<file path="config.mk">
export PLATFORM = sky130hd
export DESIGN_NAME = stopwatch_countdown_timer_top
export DESIGN_NICKNAME = d
export VERILOG_FILES = /design/src/sv/stc_pkg.sv /design/src/sv/stc_core.sv /design/src/sv/stc_view.sv /design/src/sv/stopwatch_countdown_timer_top.sv
export SDC_FILE = /design/constraint.sdc
export NUM_CORES = 1
export LEC_CHECK = 0
export ABC_AREA = 1
export CAP_MARGIN = 10
export CELL_PAD_IN_SITES_DETAIL_PLACEMENT = 0
export CELL_PAD_IN_SITES_GLOBAL_PLACEMENT = 1
export CORE_MARGIN = 2
export CORE_UTILIZATION = 35
export CTS_BUF_LIST = sky130_fd_sc_hd__clkbuf_2
export DETAILED_ROUTE_END_ITERATION = 8
export DONT_BUFFER_PORTS = 1
export GPL_TIMING_DRIVEN = 0
export PLACE_DENSITY_LB_ADDON = 0.1
export RECOVER_POWER = 25
export SLEW_MARGIN = 20
export SYNTH_ARGS = -nofsm -noshare
export SYNTH_HDL_FRONTEND = slang
export SYNTH_SLANG_ARGS = --single-unit
</file>
<file path="constraint.sdc">
create_clock -name clk -period 8.1 [get_ports clk]
set_input_delay 1.62 -clock clk [delete_from_list [all_inputs] [get_ports clk]]
set_output_delay 1.62 -clock clk [all_outputs]
set_load 0.01 [all_outputs]
</file>
<file path="src/sv/stc_pkg.sv">
// ----------------------------------------------------------------------------
// stc_pkg
// Shared types and constants of the stopwatch / countdown timer: action
// codes, slot layout, transaction payloads and the core result bundle.
// ----------------------------------------------------------------------------
`default_nettype none

package stc_pkg;

  localparam int SLOT_COUNT = 3;
  localparam logic [1:0] SLOT_LAST = 2'(SLOT_COUNT - 1);

  localparam logic [3:0] ACT_TICK       = 4'd0;
  localparam logic [3:0] ACT_START      = 4'd1;
  localparam logic [3:0] ACT_STOP       = 4'd2;
  localparam logic [3:0] ACT_RESUME     = 4'd3;
  localparam logic [3:0] ACT_CLEAR      = 4'd4;
  localparam logic [3:0] ACT_SAVE       = 4'd5;
  localparam logic [3:0] ACT_INC_HOUR   = 4'd6;
  localparam logic [3:0] ACT_INC_MIN    = 4'd7;
  localparam logic [3:0] ACT_INC_SEC    = 4'd8;
  localparam logic [3:0] ACT_READ       = 4'd9;
  localparam logic [3:0] ACT_NEXT_HIST  = 4'd10;
  localparam logic [3:0] ACT_REWIND     = 4'd11;

  // floor(ticks * 39 / 100) == (ticks * HUND_MUL) >> HUND_SHIFT for 8-bit ticks
  localparam logic [17:0] HUND_MUL   = 18'd204477;
  localparam int          HUND_SHIFT = 19;

  typedef struct packed {
    logic [6:0] hours;
    logic [5:0] minutes;
    logic [5:0] seconds;
    logic [7:0] ticks;
  } slot_t;

  typedef struct packed {
    logic [3:0] action;
    logic [1:0] slot;
  } in_item_t;

  typedef struct packed {
    logic [6:0] hours;
    logic [5:0] minutes;
    logic [5:0] seconds;
    logic [7:0] ticks;
    logic [6:0] hundredths;
    logic       expired;
    logic [1:0] slot_index;
    logic       running;
  } out_item_t;

  typedef struct packed {
    slot_t      view;
    logic       expired;
    logic [1:0] slot_index;
    logic       running;
  } core_res_t;

endpackage

`default_nettype wire

</file>
<file path="src/sv/stc_core.sv">
// ----------------------------------------------------------------------------
// stc_core
// Timer state: time slots, run and halt flags, save and history cursors and
// the count mode register. Applies one action per go cycle and returns the
// viewed slot after the action.
// ----------------------------------------------------------------------------
`default_nettype none

module stc_core
  import stc_pkg::*;
(
  input  wire logic      clk,
  input  wire logic      rst,
  input  wire logic      cfg_wr_en,
  input  wire logic      cfg_wr_data,
  input  wire logic      go,
  input  wire in_item_t  item,
  output core_res_t      res
);

  slot_t      slots [SLOT_COUNT];
  slot_t      slots_next [SLOT_COUNT];
  logic       count_mode;
  logic       running;
  logic       running_next;
  logic       halted;
  logic       halted_next;
  logic [1:0] save_cursor;
  logic [1:0] save_cursor_next;
  logic [1:0] history_cursor;
  logic [1:0] history_cursor_next;

  function automatic logic [1:0] cursor_pick(input logic [1:0] cur);
    logic [1:0] v;
    v = cur;
    if (v == 2'd0 || v > SLOT_LAST) begin
      v = 2'd1;
    end
    return v;
  endfunction

  function automatic logic [6:0] hour_wrap24(input logic [6:0] h);
    logic [7:0] v;
    v = {1'b0, h} + 8'd1;
    priority if (v >= 8'd96) begin
      v = v - 8'd96;
    end else if (v >= 8'd72) begin
      v = v - 8'd72;
    end else if (v >= 8'd48) begin
      v = v - 8'd48;
    end else if (v >= 8'd24) begin
      v = v - 8'd24;
    end
    return v[6:0];
  endfunction

  function automatic logic [5:0] inc60(input logic [5:0] v);
    return (v == 6'd59) ? 6'd0 : v + 6'd1;
  endfunction

  always_comb begin
    slot_t      live;
    logic [1:0] idx;
    logic [1:0] view;
    logic       expired;
    slot_t      sel;

    slots_next          = slots;
    running_next        = running;
    halted_next         = halted;
    save_cursor_next    = save_cursor;
    history_cursor_next = history_cursor;
    live    = slots[0];
    idx     = 2'd0;
    view    = 2'd0;
    expired = 1'b0;

    unique case (item.action)
      ACT_TICK: begin
        if (running) begin
          if (!count_mode) begin
            slots_next[0].ticks = live.ticks + 8'd1;
            if (live.ticks == 8'd255) begin
              slots_next[0].seconds = inc60(live.seconds);
              if (live.seconds == 6'd59) begin
                slots_next[0].minutes = inc60(live.minutes);
                if (live.minutes == 6'd59) begin
                  slots_next[0].hours = hour_wrap24(live.hours);
                end
              end
            end
          end else if (!halted) begin
            if (live == '0) begin
              halted_next = 1'b1;
              expired     = 1'b1;
            end else if (live.ticks != 8'd0) begin
              slots_next[0].ticks = live.ticks - 8'd1;
            end else begin
              slots_next[0].ticks = 8'd255;
              if (live.seconds != 6'd0) begin
                slots_next[0].seconds = live.seconds - 6'd1;
              end else begin
                slots_next[0].seconds = 6'd59;
                if (live.minutes != 6'd0) begin
                  slots_next[0].minutes = live.minutes - 6'd1;
                end else begin
                  slots_next[0].minutes = 6'd59;
                  if (live.hours != 7'd0) begin
                    slots_next[0].hours = live.hours - 7'd1;
                  end
                end
              end
            end
          end
        end
      end
      ACT_START: begin
        halted_next  = 1'b0;
        running_next = 1'b1;
      end
      ACT_STOP: begin
        running_next = 1'b0;
      end
      ACT_RESUME: begin
        running_next = 1'b1;
      end
      ACT_CLEAR: begin
        for (int i = 0; i < SLOT_COUNT; i++) begin
          slots_next[i] = '0;
        end
        running_next        = 1'b0;
        halted_next         = 1'b1;
        save_cursor_next    = 2'd1;
        history_cursor_next = 2'd1;
      end
      ACT_SAVE: begin
        idx              = cursor_pick(save_cursor);
        save_cursor_next = idx + 2'd1;
        for (int i = 0; i < SLOT_COUNT; i++) begin
          if (idx == 2'(i)) begin
            slots_next[i] = live;
          end
        end
      end
      ACT_INC_HOUR: begin
        view = item.slot;
        for (int i = 0; i < SLOT_COUNT; i++) begin
          if (item.slot == 2'(i)) begin
            slots_next[i].hours = (slots[i].hours == 7'd99) ? 7'd0 : slots[i].hours + 7'd1;
          end
        end
      end
      ACT_INC_MIN: begin
        view = item.slot;
        for (int i = 0; i < SLOT_COUNT; i++) begin
          if (item.slot == 2'(i)) begin
            slots_next[i].minutes = inc60(slots[i].minutes);
          end
        end
      end
      ACT_INC_SEC: begin
        view = item.slot;
        for (int i = 0; i < SLOT_COUNT; i++) begin
          if (item.slot == 2'(i)) begin
            slots_next[i].seconds = inc60(slots[i].seconds);
          end
        end
      end
      ACT_READ: begin
        view = item.slot;
      end
      ACT_NEXT_HIST: begin
        idx                 = cursor_pick(history_cursor);
        history_cursor_next = idx + 2'd1;
        view                = idx;
      end
      ACT_REWIND: begin
        history_cursor_next = 2'd1;
      end
      default: begin
      end
    endcase

    // out-of-range view shows zeros
    sel = '0;
    for (int i = 0; i < SLOT_COUNT; i++) begin
      if (view == 2'(i)) begin
        sel = slots_next[i];
      end
    end

    res.view       = sel;
    res.expired    = expired;
    res.slot_index = idx;
    res.running    = running_next;
  end

  always_ff @(posedge clk) begin
    if (rst) begin
      for (int i = 0; i < SLOT_COUNT; i++) begin
        slots[i] <= '0;
      end
      count_mode     <= 1'b1;
      running        <= 1'b0;
      halted         <= 1'b1;
      save_cursor    <= 2'd1;
      history_cursor <= 2'd1;
    end else begin
      if (cfg_wr_en) begin
        count_mode <= cfg_wr_data;
      end
      if (go) begin
        slots          <= slots_next;
        running        <= running_next;
        halted         <= halted_next;
        save_cursor    <= save_cursor_next;
        history_cursor <= history_cursor_next;
      end
    end
  end

endmodule

`default_nettype wire

</file>
<file path="src/sv/stc_view.sv">
// ----------------------------------------------------------------------------
// stc_view
// Formats the core result into an output transaction, converting ticks to
// hundredths by a constant reciprocal multiply.
// ----------------------------------------------------------------------------
`default_nettype none

module stc_view
  import stc_pkg::*;
(
  input  wire core_res_t res,
  output out_item_t      out_item
);

  logic [25:0] prod;

  assign prod = 26'(res.view.ticks) * 26'(HUND_MUL);

  always_comb begin
    out_item.hours      = res.view.hours;
    out_item.minutes    = res.view.minutes;
    out_item.seconds    = res.view.seconds;
    out_item.ticks      = res.view.ticks;
    out_item.hundredths = prod[HUND_SHIFT +: 7];
    out_item.expired    = res.expired;
    out_item.slot_index = res.slot_index;
    out_item.running    = res.running;
  end

endmodule

`default_nettype wire

</file>
<file path="src/sv/stopwatch_countdown_timer_top.sv">
// ----------------------------------------------------------------------------
// stopwatch_countdown_timer_top
// Stopwatch / countdown timer with lap slots, one action per transaction.
//
// Input channel: in_valid / in_stall / in_data (action, slot). An action is
// taken when in_valid is high and in_stall is low.
// Output channel: out_valid / out_stall / out_data, one result transaction
// for every input transaction, in order.
// Config: cfg_wr_en / cfg_wr_data write count_mode (0 up, 1 down); write
// only while no transaction is in flight.
// Path: an accepted action goes into the input register, then through a
// single-pass update into the result register that drives out_valid.
// Throughput: one transaction per cycle while out_stall stays low.
// Reset: clears all slots, stops the timer, halts the countdown, sets both
// cursors to 1 and count_mode to down.
// Stall: while out_stall holds a result, one more transaction is taken into
// the input register; after that in_stall rises until the result drains.
// ----------------------------------------------------------------------------
`default_nettype none

module stopwatch_countdown_timer_top
  import stc_pkg::*;
(
  input  wire logic      clk,
  input  wire logic      rst,
  input  wire logic      cfg_wr_en,
  input  wire logic      cfg_wr_data,
  input  wire logic      in_valid,
  output logic           in_stall,
  input  wire in_item_t  in_data,
  output logic           out_valid,
  input  wire logic      out_stall,
  output out_item_t      out_data
);

  logic      in_q_valid;
  in_item_t  in_q;
  logic      advance;
  logic      go;
  core_res_t res;
  out_item_t out_item;

  assign advance  = !out_valid || !out_stall;
  assign go       = in_q_valid && advance;
  assign in_stall = in_q_valid && !advance;

  always_ff @(posedge clk) begin
    if (rst) begin
      in_q_valid <= 1'b0;
      out_valid  <= 1'b0;
    end else begin
      if (in_valid && !in_stall) begin
        in_q_valid <= 1'b1;
      end else if (advance) begin
        in_q_valid <= 1'b0;
      end
      if (advance) begin
        out_valid <= in_q_valid;
      end
    end
  end

  always_ff @(posedge clk) begin
    if (in_valid && !in_stall) begin
      in_q <= in_data;
    end
    if (go) begin
      out_data <= out_item;
    end
  end

  stc_core u_core (
    .clk         (clk),
    .rst         (rst),
    .cfg_wr_en   (cfg_wr_en),
    .cfg_wr_data (cfg_wr_data),
    .go          (go),
    .item        (in_q),
    .res         (res)
  );

  stc_view u_view (
    .res      (res),
    .out_item (out_item)
  );

endmodule

`default_nettype wire
</file>
# After elaboration in Yosys (flattened, before gate mapping)
# Index checks and enable logic that the tools add are counted.
# totals
ff_bits,134
inputBits,12
output_inout_bits,40
elab_cells,190
# op_classes
n_addsub,21
multipliers,1
order_cmp,6
n_eq_ne,29
muxes,69
n_bitwise,3
n_reduce_logical,32
# op_table
operator,n
27-bit 2-to-1 mux,9
6-bit case mux with 3 select lines,6
7-bit 2-to-1 mux,13
6-bit 2-to-1 mux,14
7-bit case mux with 3 select lines,3
8-bit case mux with 2 select lines,3
19-bit 2-to-1 mux,2
6-bit by 1-bit adder with 6-bit output (second input constant),6
6-bit equality test (second input constant),6
27-bit logical NOT,1
8-bit by 18-bit multiplier with 26-bit output (second input constant),1
13-bit 2-to-1 mux,2
7-bit by 1-bit adder with 7-bit output (second input constant),3
7-bit equality test (second input constant),3
4-bit by 3-bit equality test with 1-bit output (second input constant),4
4-bit equality test (second input constant),4
8-bit by 7-bit >= comparator with 1-bit output (second input constant),2
2-bit case mux with 2 select lines,4
7-bit subtractor (second input constant),2
6-bit nonzero test,2
6-bit by 1-bit subtractor with 6-bit output (second input constant),2
7-bit by 1-bit adder with 8-bit output (second input constant),1
8-bit by 1-bit adder with 8-bit output (second input constant),1
4-bit by 2-bit equality test with 1-bit output (second input constant),2
32 further kinds,65

# Depth between registers and ports, before layout
# logic_depth
word_depth,16
depth_mapped,39
ltp_nobuf,38

# Modules after synthesis
# A second synthesis with hierarchy kept.
# hier_totals
cells_unflattened,1944
area_unflattened_um2,13001.2
# modules_own_cells
mod,n_inst,cells_per_inst,area_each_um2,seq_area_each_um2
stc_core,1,1505,8798.4,1761.7
stc_view,1,383,2790.2,0.0
stopwatch_countdown_timer_top,1,56,1412.6,1361.3

# Least setup slack after synthesis
# Ideal clock, no wire load.
# synth_path
path_type,flip-flop to flip-flop
startpoint,register u_core.slots[63] in the netlist's numbering
endpoint,register out_data[8] in the netlist's numbering (data pin)
setup_ns,0.260
t_arrival_ns,5.563
required_ns,7.840
setup_slack_ns,2.278
stages_incl_launch_ff,35
n_path_buf,1
synth_period_minus_slack_ns,5.822
cell_sequence,dfxtp_1 -> clkbuf_1 -> inv_1 -> ha_1 -> nand4_2 -> nor2_8 -> nand2_4 -> nand2_4 -> inv_2 -> o22ai_1 -> nand2_1 -> o21ai_1 -> nand2_1 -> nand2_1 -> o21ai_1 -> nand2_1 -> nand2_1 -> a21oi_1 -> inv_1 -> fa_1 -> inv_1 -> fa_1 -> fa_1 -> inv_1 -> fa_1 -> ha_1 -> a21oi_1 -> inv_1 -> a31oi_1 -> o211ai_1 -> a31oi_1 -> nor3_1 -> a211oi_1 -> nand2_1 -> xor2_1
# synth_lines
item,line_no,rtl
from (decl),stc_core.sv:21,slot_t slots [SLOT_COUNT];
from (signal assigned),stc_core.sv:213,slots <= slots_next;
to (signal assigned),stopwatch_countdown_timer_top.sv:68,out_data <= out_item;
to (decl),stopwatch_countdown_timer_top.sv:33,output out_item_t out_data

==> results by group <==
Floorplan
  • Core ar.: 0.0346 sq mm
  • # IOs: between 50 and 60
  • Row cnt: 68
  • Die area: roughly 0.037 sq mm
  • Die Wd: between 150 and 200 um
  • Die Ht: ~190 um
  • Starting Density: 0.356

Power and ir drop
  • P_leak: 6.13 nW
  • Switching part of the total: 0.469
  • Clk pwr share: 0.203
  • Sequential group share of total power: 0.328
  • NetSw: 1.13 mW
  • Max rail drop VDD: 0.0000937 V
  • Pint: roughly 1.3 mW
  • Pwr/cell area: between 150 and 200 mW/mm^2
  • Combinational Power Share: 0.469

Finish
  • Layout cells sized above 1: 0.0688
  • Commonest non-fill, non-tap cell in the layout: nand2_1
  • Post-route cell area: about 0.013 sq mm
  • Most frequent cells in the layout: 332 x nand2_1, 320 x inv_1, 178 x o21ai_0, 163 x a21oi_1, 102 x nand3_1
  • Area grow syn2layout: 6.73%
  • Util after Layout: 0.380
  • Final nets: 1966

Logic synthesis
  • Post-synth EDFFs: 44
  • Mapped Nets: roughly 1900
  • XOR/XNOR Fraction of Synth Area: 0.0148
  • Adder-Cell Fraction of Synth Area: 0.145
  • Simple-gate portion of the synthesized area: 0.236
  • Yosys Warn Count: 0
  • Register area share after synthesis: 0.253
  • Fraction of registers with async set/reset: 0
  • #FFs+latches synth: ~130
  • Multiplexer area fraction after synthesis: 0
  • Ranking of synthesized cells by area: dfxtp_1 15%, edfxtp_1 11%, nand2_1 10%
  • Largest area contributor in the netlist: dfxtp_1
  • Share of the synthesized area in the top cell type: 0.146
  • Top_reg_cell synth: dfxtp_1
  • Largest family of logic cells by synthesized area: simple AND/OR/NAND/NOR gates
  • Synth cell types: 57
  • Synthesized area per cell: between 6 and 7 sq um
  • Post-Synthesis Cell Area: about 0.012 sq mm
  • Post-synthesis compound-gate area fraction: 0.223
  • Mapped Cells: about 1800

Routing
  • Remaining DRCs: 0
  • Routed Antenna Nets: 0
  • Routed len/inst: 20.9 um
  • Starting DRT DRC Count: around 1000
  • DRT Pass-1 Iters: 5
  • DR vias/cell: around 5.4
  • WL final: approximately 48000 um
  • Via count: ~13000

Clock network
  • Clk_lat worst skew: 870 ps
  • H-Tree Depth: 4
  • Clk slew on worst S/H paths: 220 ps
  • Post-cts resize count: 0
  • CTS tree: yes
  • Bufs on Longest Clock Path: 2
  • Cts bufs inserted: 17
  • Hold_buf cts: 0
  • CTS Sinks: ~130
  • Clock root cell: clkbuf_2
  • Post-CTS setup buffers: 0

Place
  • # port buffers: 0
  • Pre-CTS WS: 837 ps
  • Post-DP Area: 0.0129 sq mm
  • Placer congestion estimate: between 0.9 and 1
  • Post-DP HPWL: 38100 um

Min path
  • Hold WC Path Type: reg -> reg

STA
  • Hold Worst Slack: roughly 480 ps
  • Slew Viols, Final: 26
  • Measured slew at the worst slew-check pin: roughly 1700 ps
  • F_max: 133 MHz
  • Clock Skews: about 79 ps
  • Final setup margin: approximately 590 ps
  • Rel. slew slack: -0.149
  • Setup TNS Final: 0 ps
  • Period utilization: 0.928
  • Final hold violation count: 0
  • Final setup vio count: 0
  • RSZ-0062 raised after global routing: no
  • Min cycle time layout: 7510 ps

Critical path
  • CP Capture Type: flip-flop
  • Worst path max stage delay: between 800 and 900 ps
  • Critical Path AT: 8110 ps
  • Largest fanout on the critical path: 10
  • Crit path required time: just under 9000 ps
  • Setup crit start kind: flip-flop
  • Slowest cell on crit path: nor2_1
  • Critical path class: reg -> reg
  • CP most frequent cell: inv_1

Global route
  • Global route total overflow: 0
  • Largest net degree at the start of global routing: 26
  • Antenna violations before repair: 2
  • Vias in the first global route: approximately 12000
  • Global-route wire length before repair: 72300 um
  • GRT Total Usage: 0.266

Status
  • Failing checks: capacitance limit, slew limit
  • Status: finished with violations

Job
  • Max-Cap Viols: 1
power by group through the flow:
stage	Sequential (mW)	Combinational (mW)	Clock [mW]
2_1_floorplan	0.796	0.804	0
3_3_place_gp	0.807	1.12	0
3_5_place_dp	0.805	1.12	0
4_1_cts	0.792	1.13	0.505
5_1_grt	0.799	1.29	0.526
6_report	0.793	1.13	0.491
registers in the layout (all words and copies together) (netlist names):
signal                 flops
out_data                  38
u_core.count_mode          1
u_core.halted              1
out_valid                  1
in_q_valid                 1
u_core.slots              81
u_core.save_cursor         2
u_core.running             1
in_q                       6
u_core.history_cursor      2
worst max-delay path: cells and delay by family, from the launching register on:
family,cells,cell delay [ps]
xor gates and xnor gates,1,150
buffers and inverters,6,1470
DFF,1,510
adders and majority gates,5,2210
AOI/OAI and AO/OA,7,1450
and+or+nand+nor,7,1510
Yosys cell counts, types with 3 or more instances:
cell type,count
nand2_1,332
inv_1,320
o21ai_0,178
a21oi_1,163
nand3_1,102
nor2_1,96
dfxtp_1,90
ha_1,81
edfxtp_1,44
clkbuf_1,39
fa_1,39
o211ai_1,37
nand4_1,27
o22ai_1,26
inv_2,22
o221ai_1,20
nor3_1,19
nand2_2,18
nor2_2,16
xor2_1,16
buf_2,14
o21ai_1,12
a31oi_1,11
buf_1,9
clkinv_1,8
nor2_4,8
o2111ai_1,7
nor4_1,6
nand2_4,4
or2_2,4
a211oi_1,3
a221oi_1,3
a32oi_1,3
nand3_2,3
nand3b_1,3
o31ai_1,3
xnor2_1,3
path summary, 6_finish.rpt:
path	startpoint	end	slack, ps	depth (start not counted)
setup / recovery	in_q[5]$_DFFE_PP_	out_data[8]$_DFFE_PP_	590	26
hold / removal	u_core.save_cursor[1]$_SDFFE_PP0P_	u_core.save_cursor[1]$_SDFFE_PP0P_	480	2
setup reg to reg	in_q[5]$_DFFE_PP_	out_data[8]$_DFFE_PP_	590	26
hold reg to reg	u_core.save_cursor[1]$_SDFFE_PP0P_	u_core.save_cursor[1]$_SDFFE_PP0P_	480	2
through the flow:
stage               std cells  power, mW
CTS                      2301       2.43
detailed placement       2270       1.93
finish                   2303       2.42
global route             2303       2.62
floorplan                1814       1.60
global placement         2269       1.93
kinds of logic (layout without fill, tap and decap cells):
| kind of cell | count (synthesis) | after routing |
|---|---|---|
| AND/OR/NAND/NOR | 645 | 645 |
| AO/OA/AOI/OAI | 482 | 482 |
| buffers and inverters | 413 | 445 |
| flip-flops | 134 | 134 |
| adder cells (fa/ha/maj) | 120 | 120 |
| XOR/XNOR | 20 | 20 |
| other | 0 | 2 |
per-layer routing:
| layer | routed length (um) | global-route usage |
|---|---|---|
| met1 | 22900 | 0.382 |
| met3 | 3650 | 0.0565 |
| met4 | 1180 | 0.0784 |
| met2 | 20400 | 0.396 |
| met5 | 0 | 0 |
final cells by class:
cell class	instances	area, sq um
inverters	350	1310
plain buffers	63	256
clock inverters	14	175
clock buffers	17	85.1
repair buffers	1	3.75
fillers	3739	21500
flip-flops and latches	134	3120
diodes	2	5.00
multi-input cells	1267	7630
well taps	455	569
No activity file was read; power rests on OpenSTA's default activity.
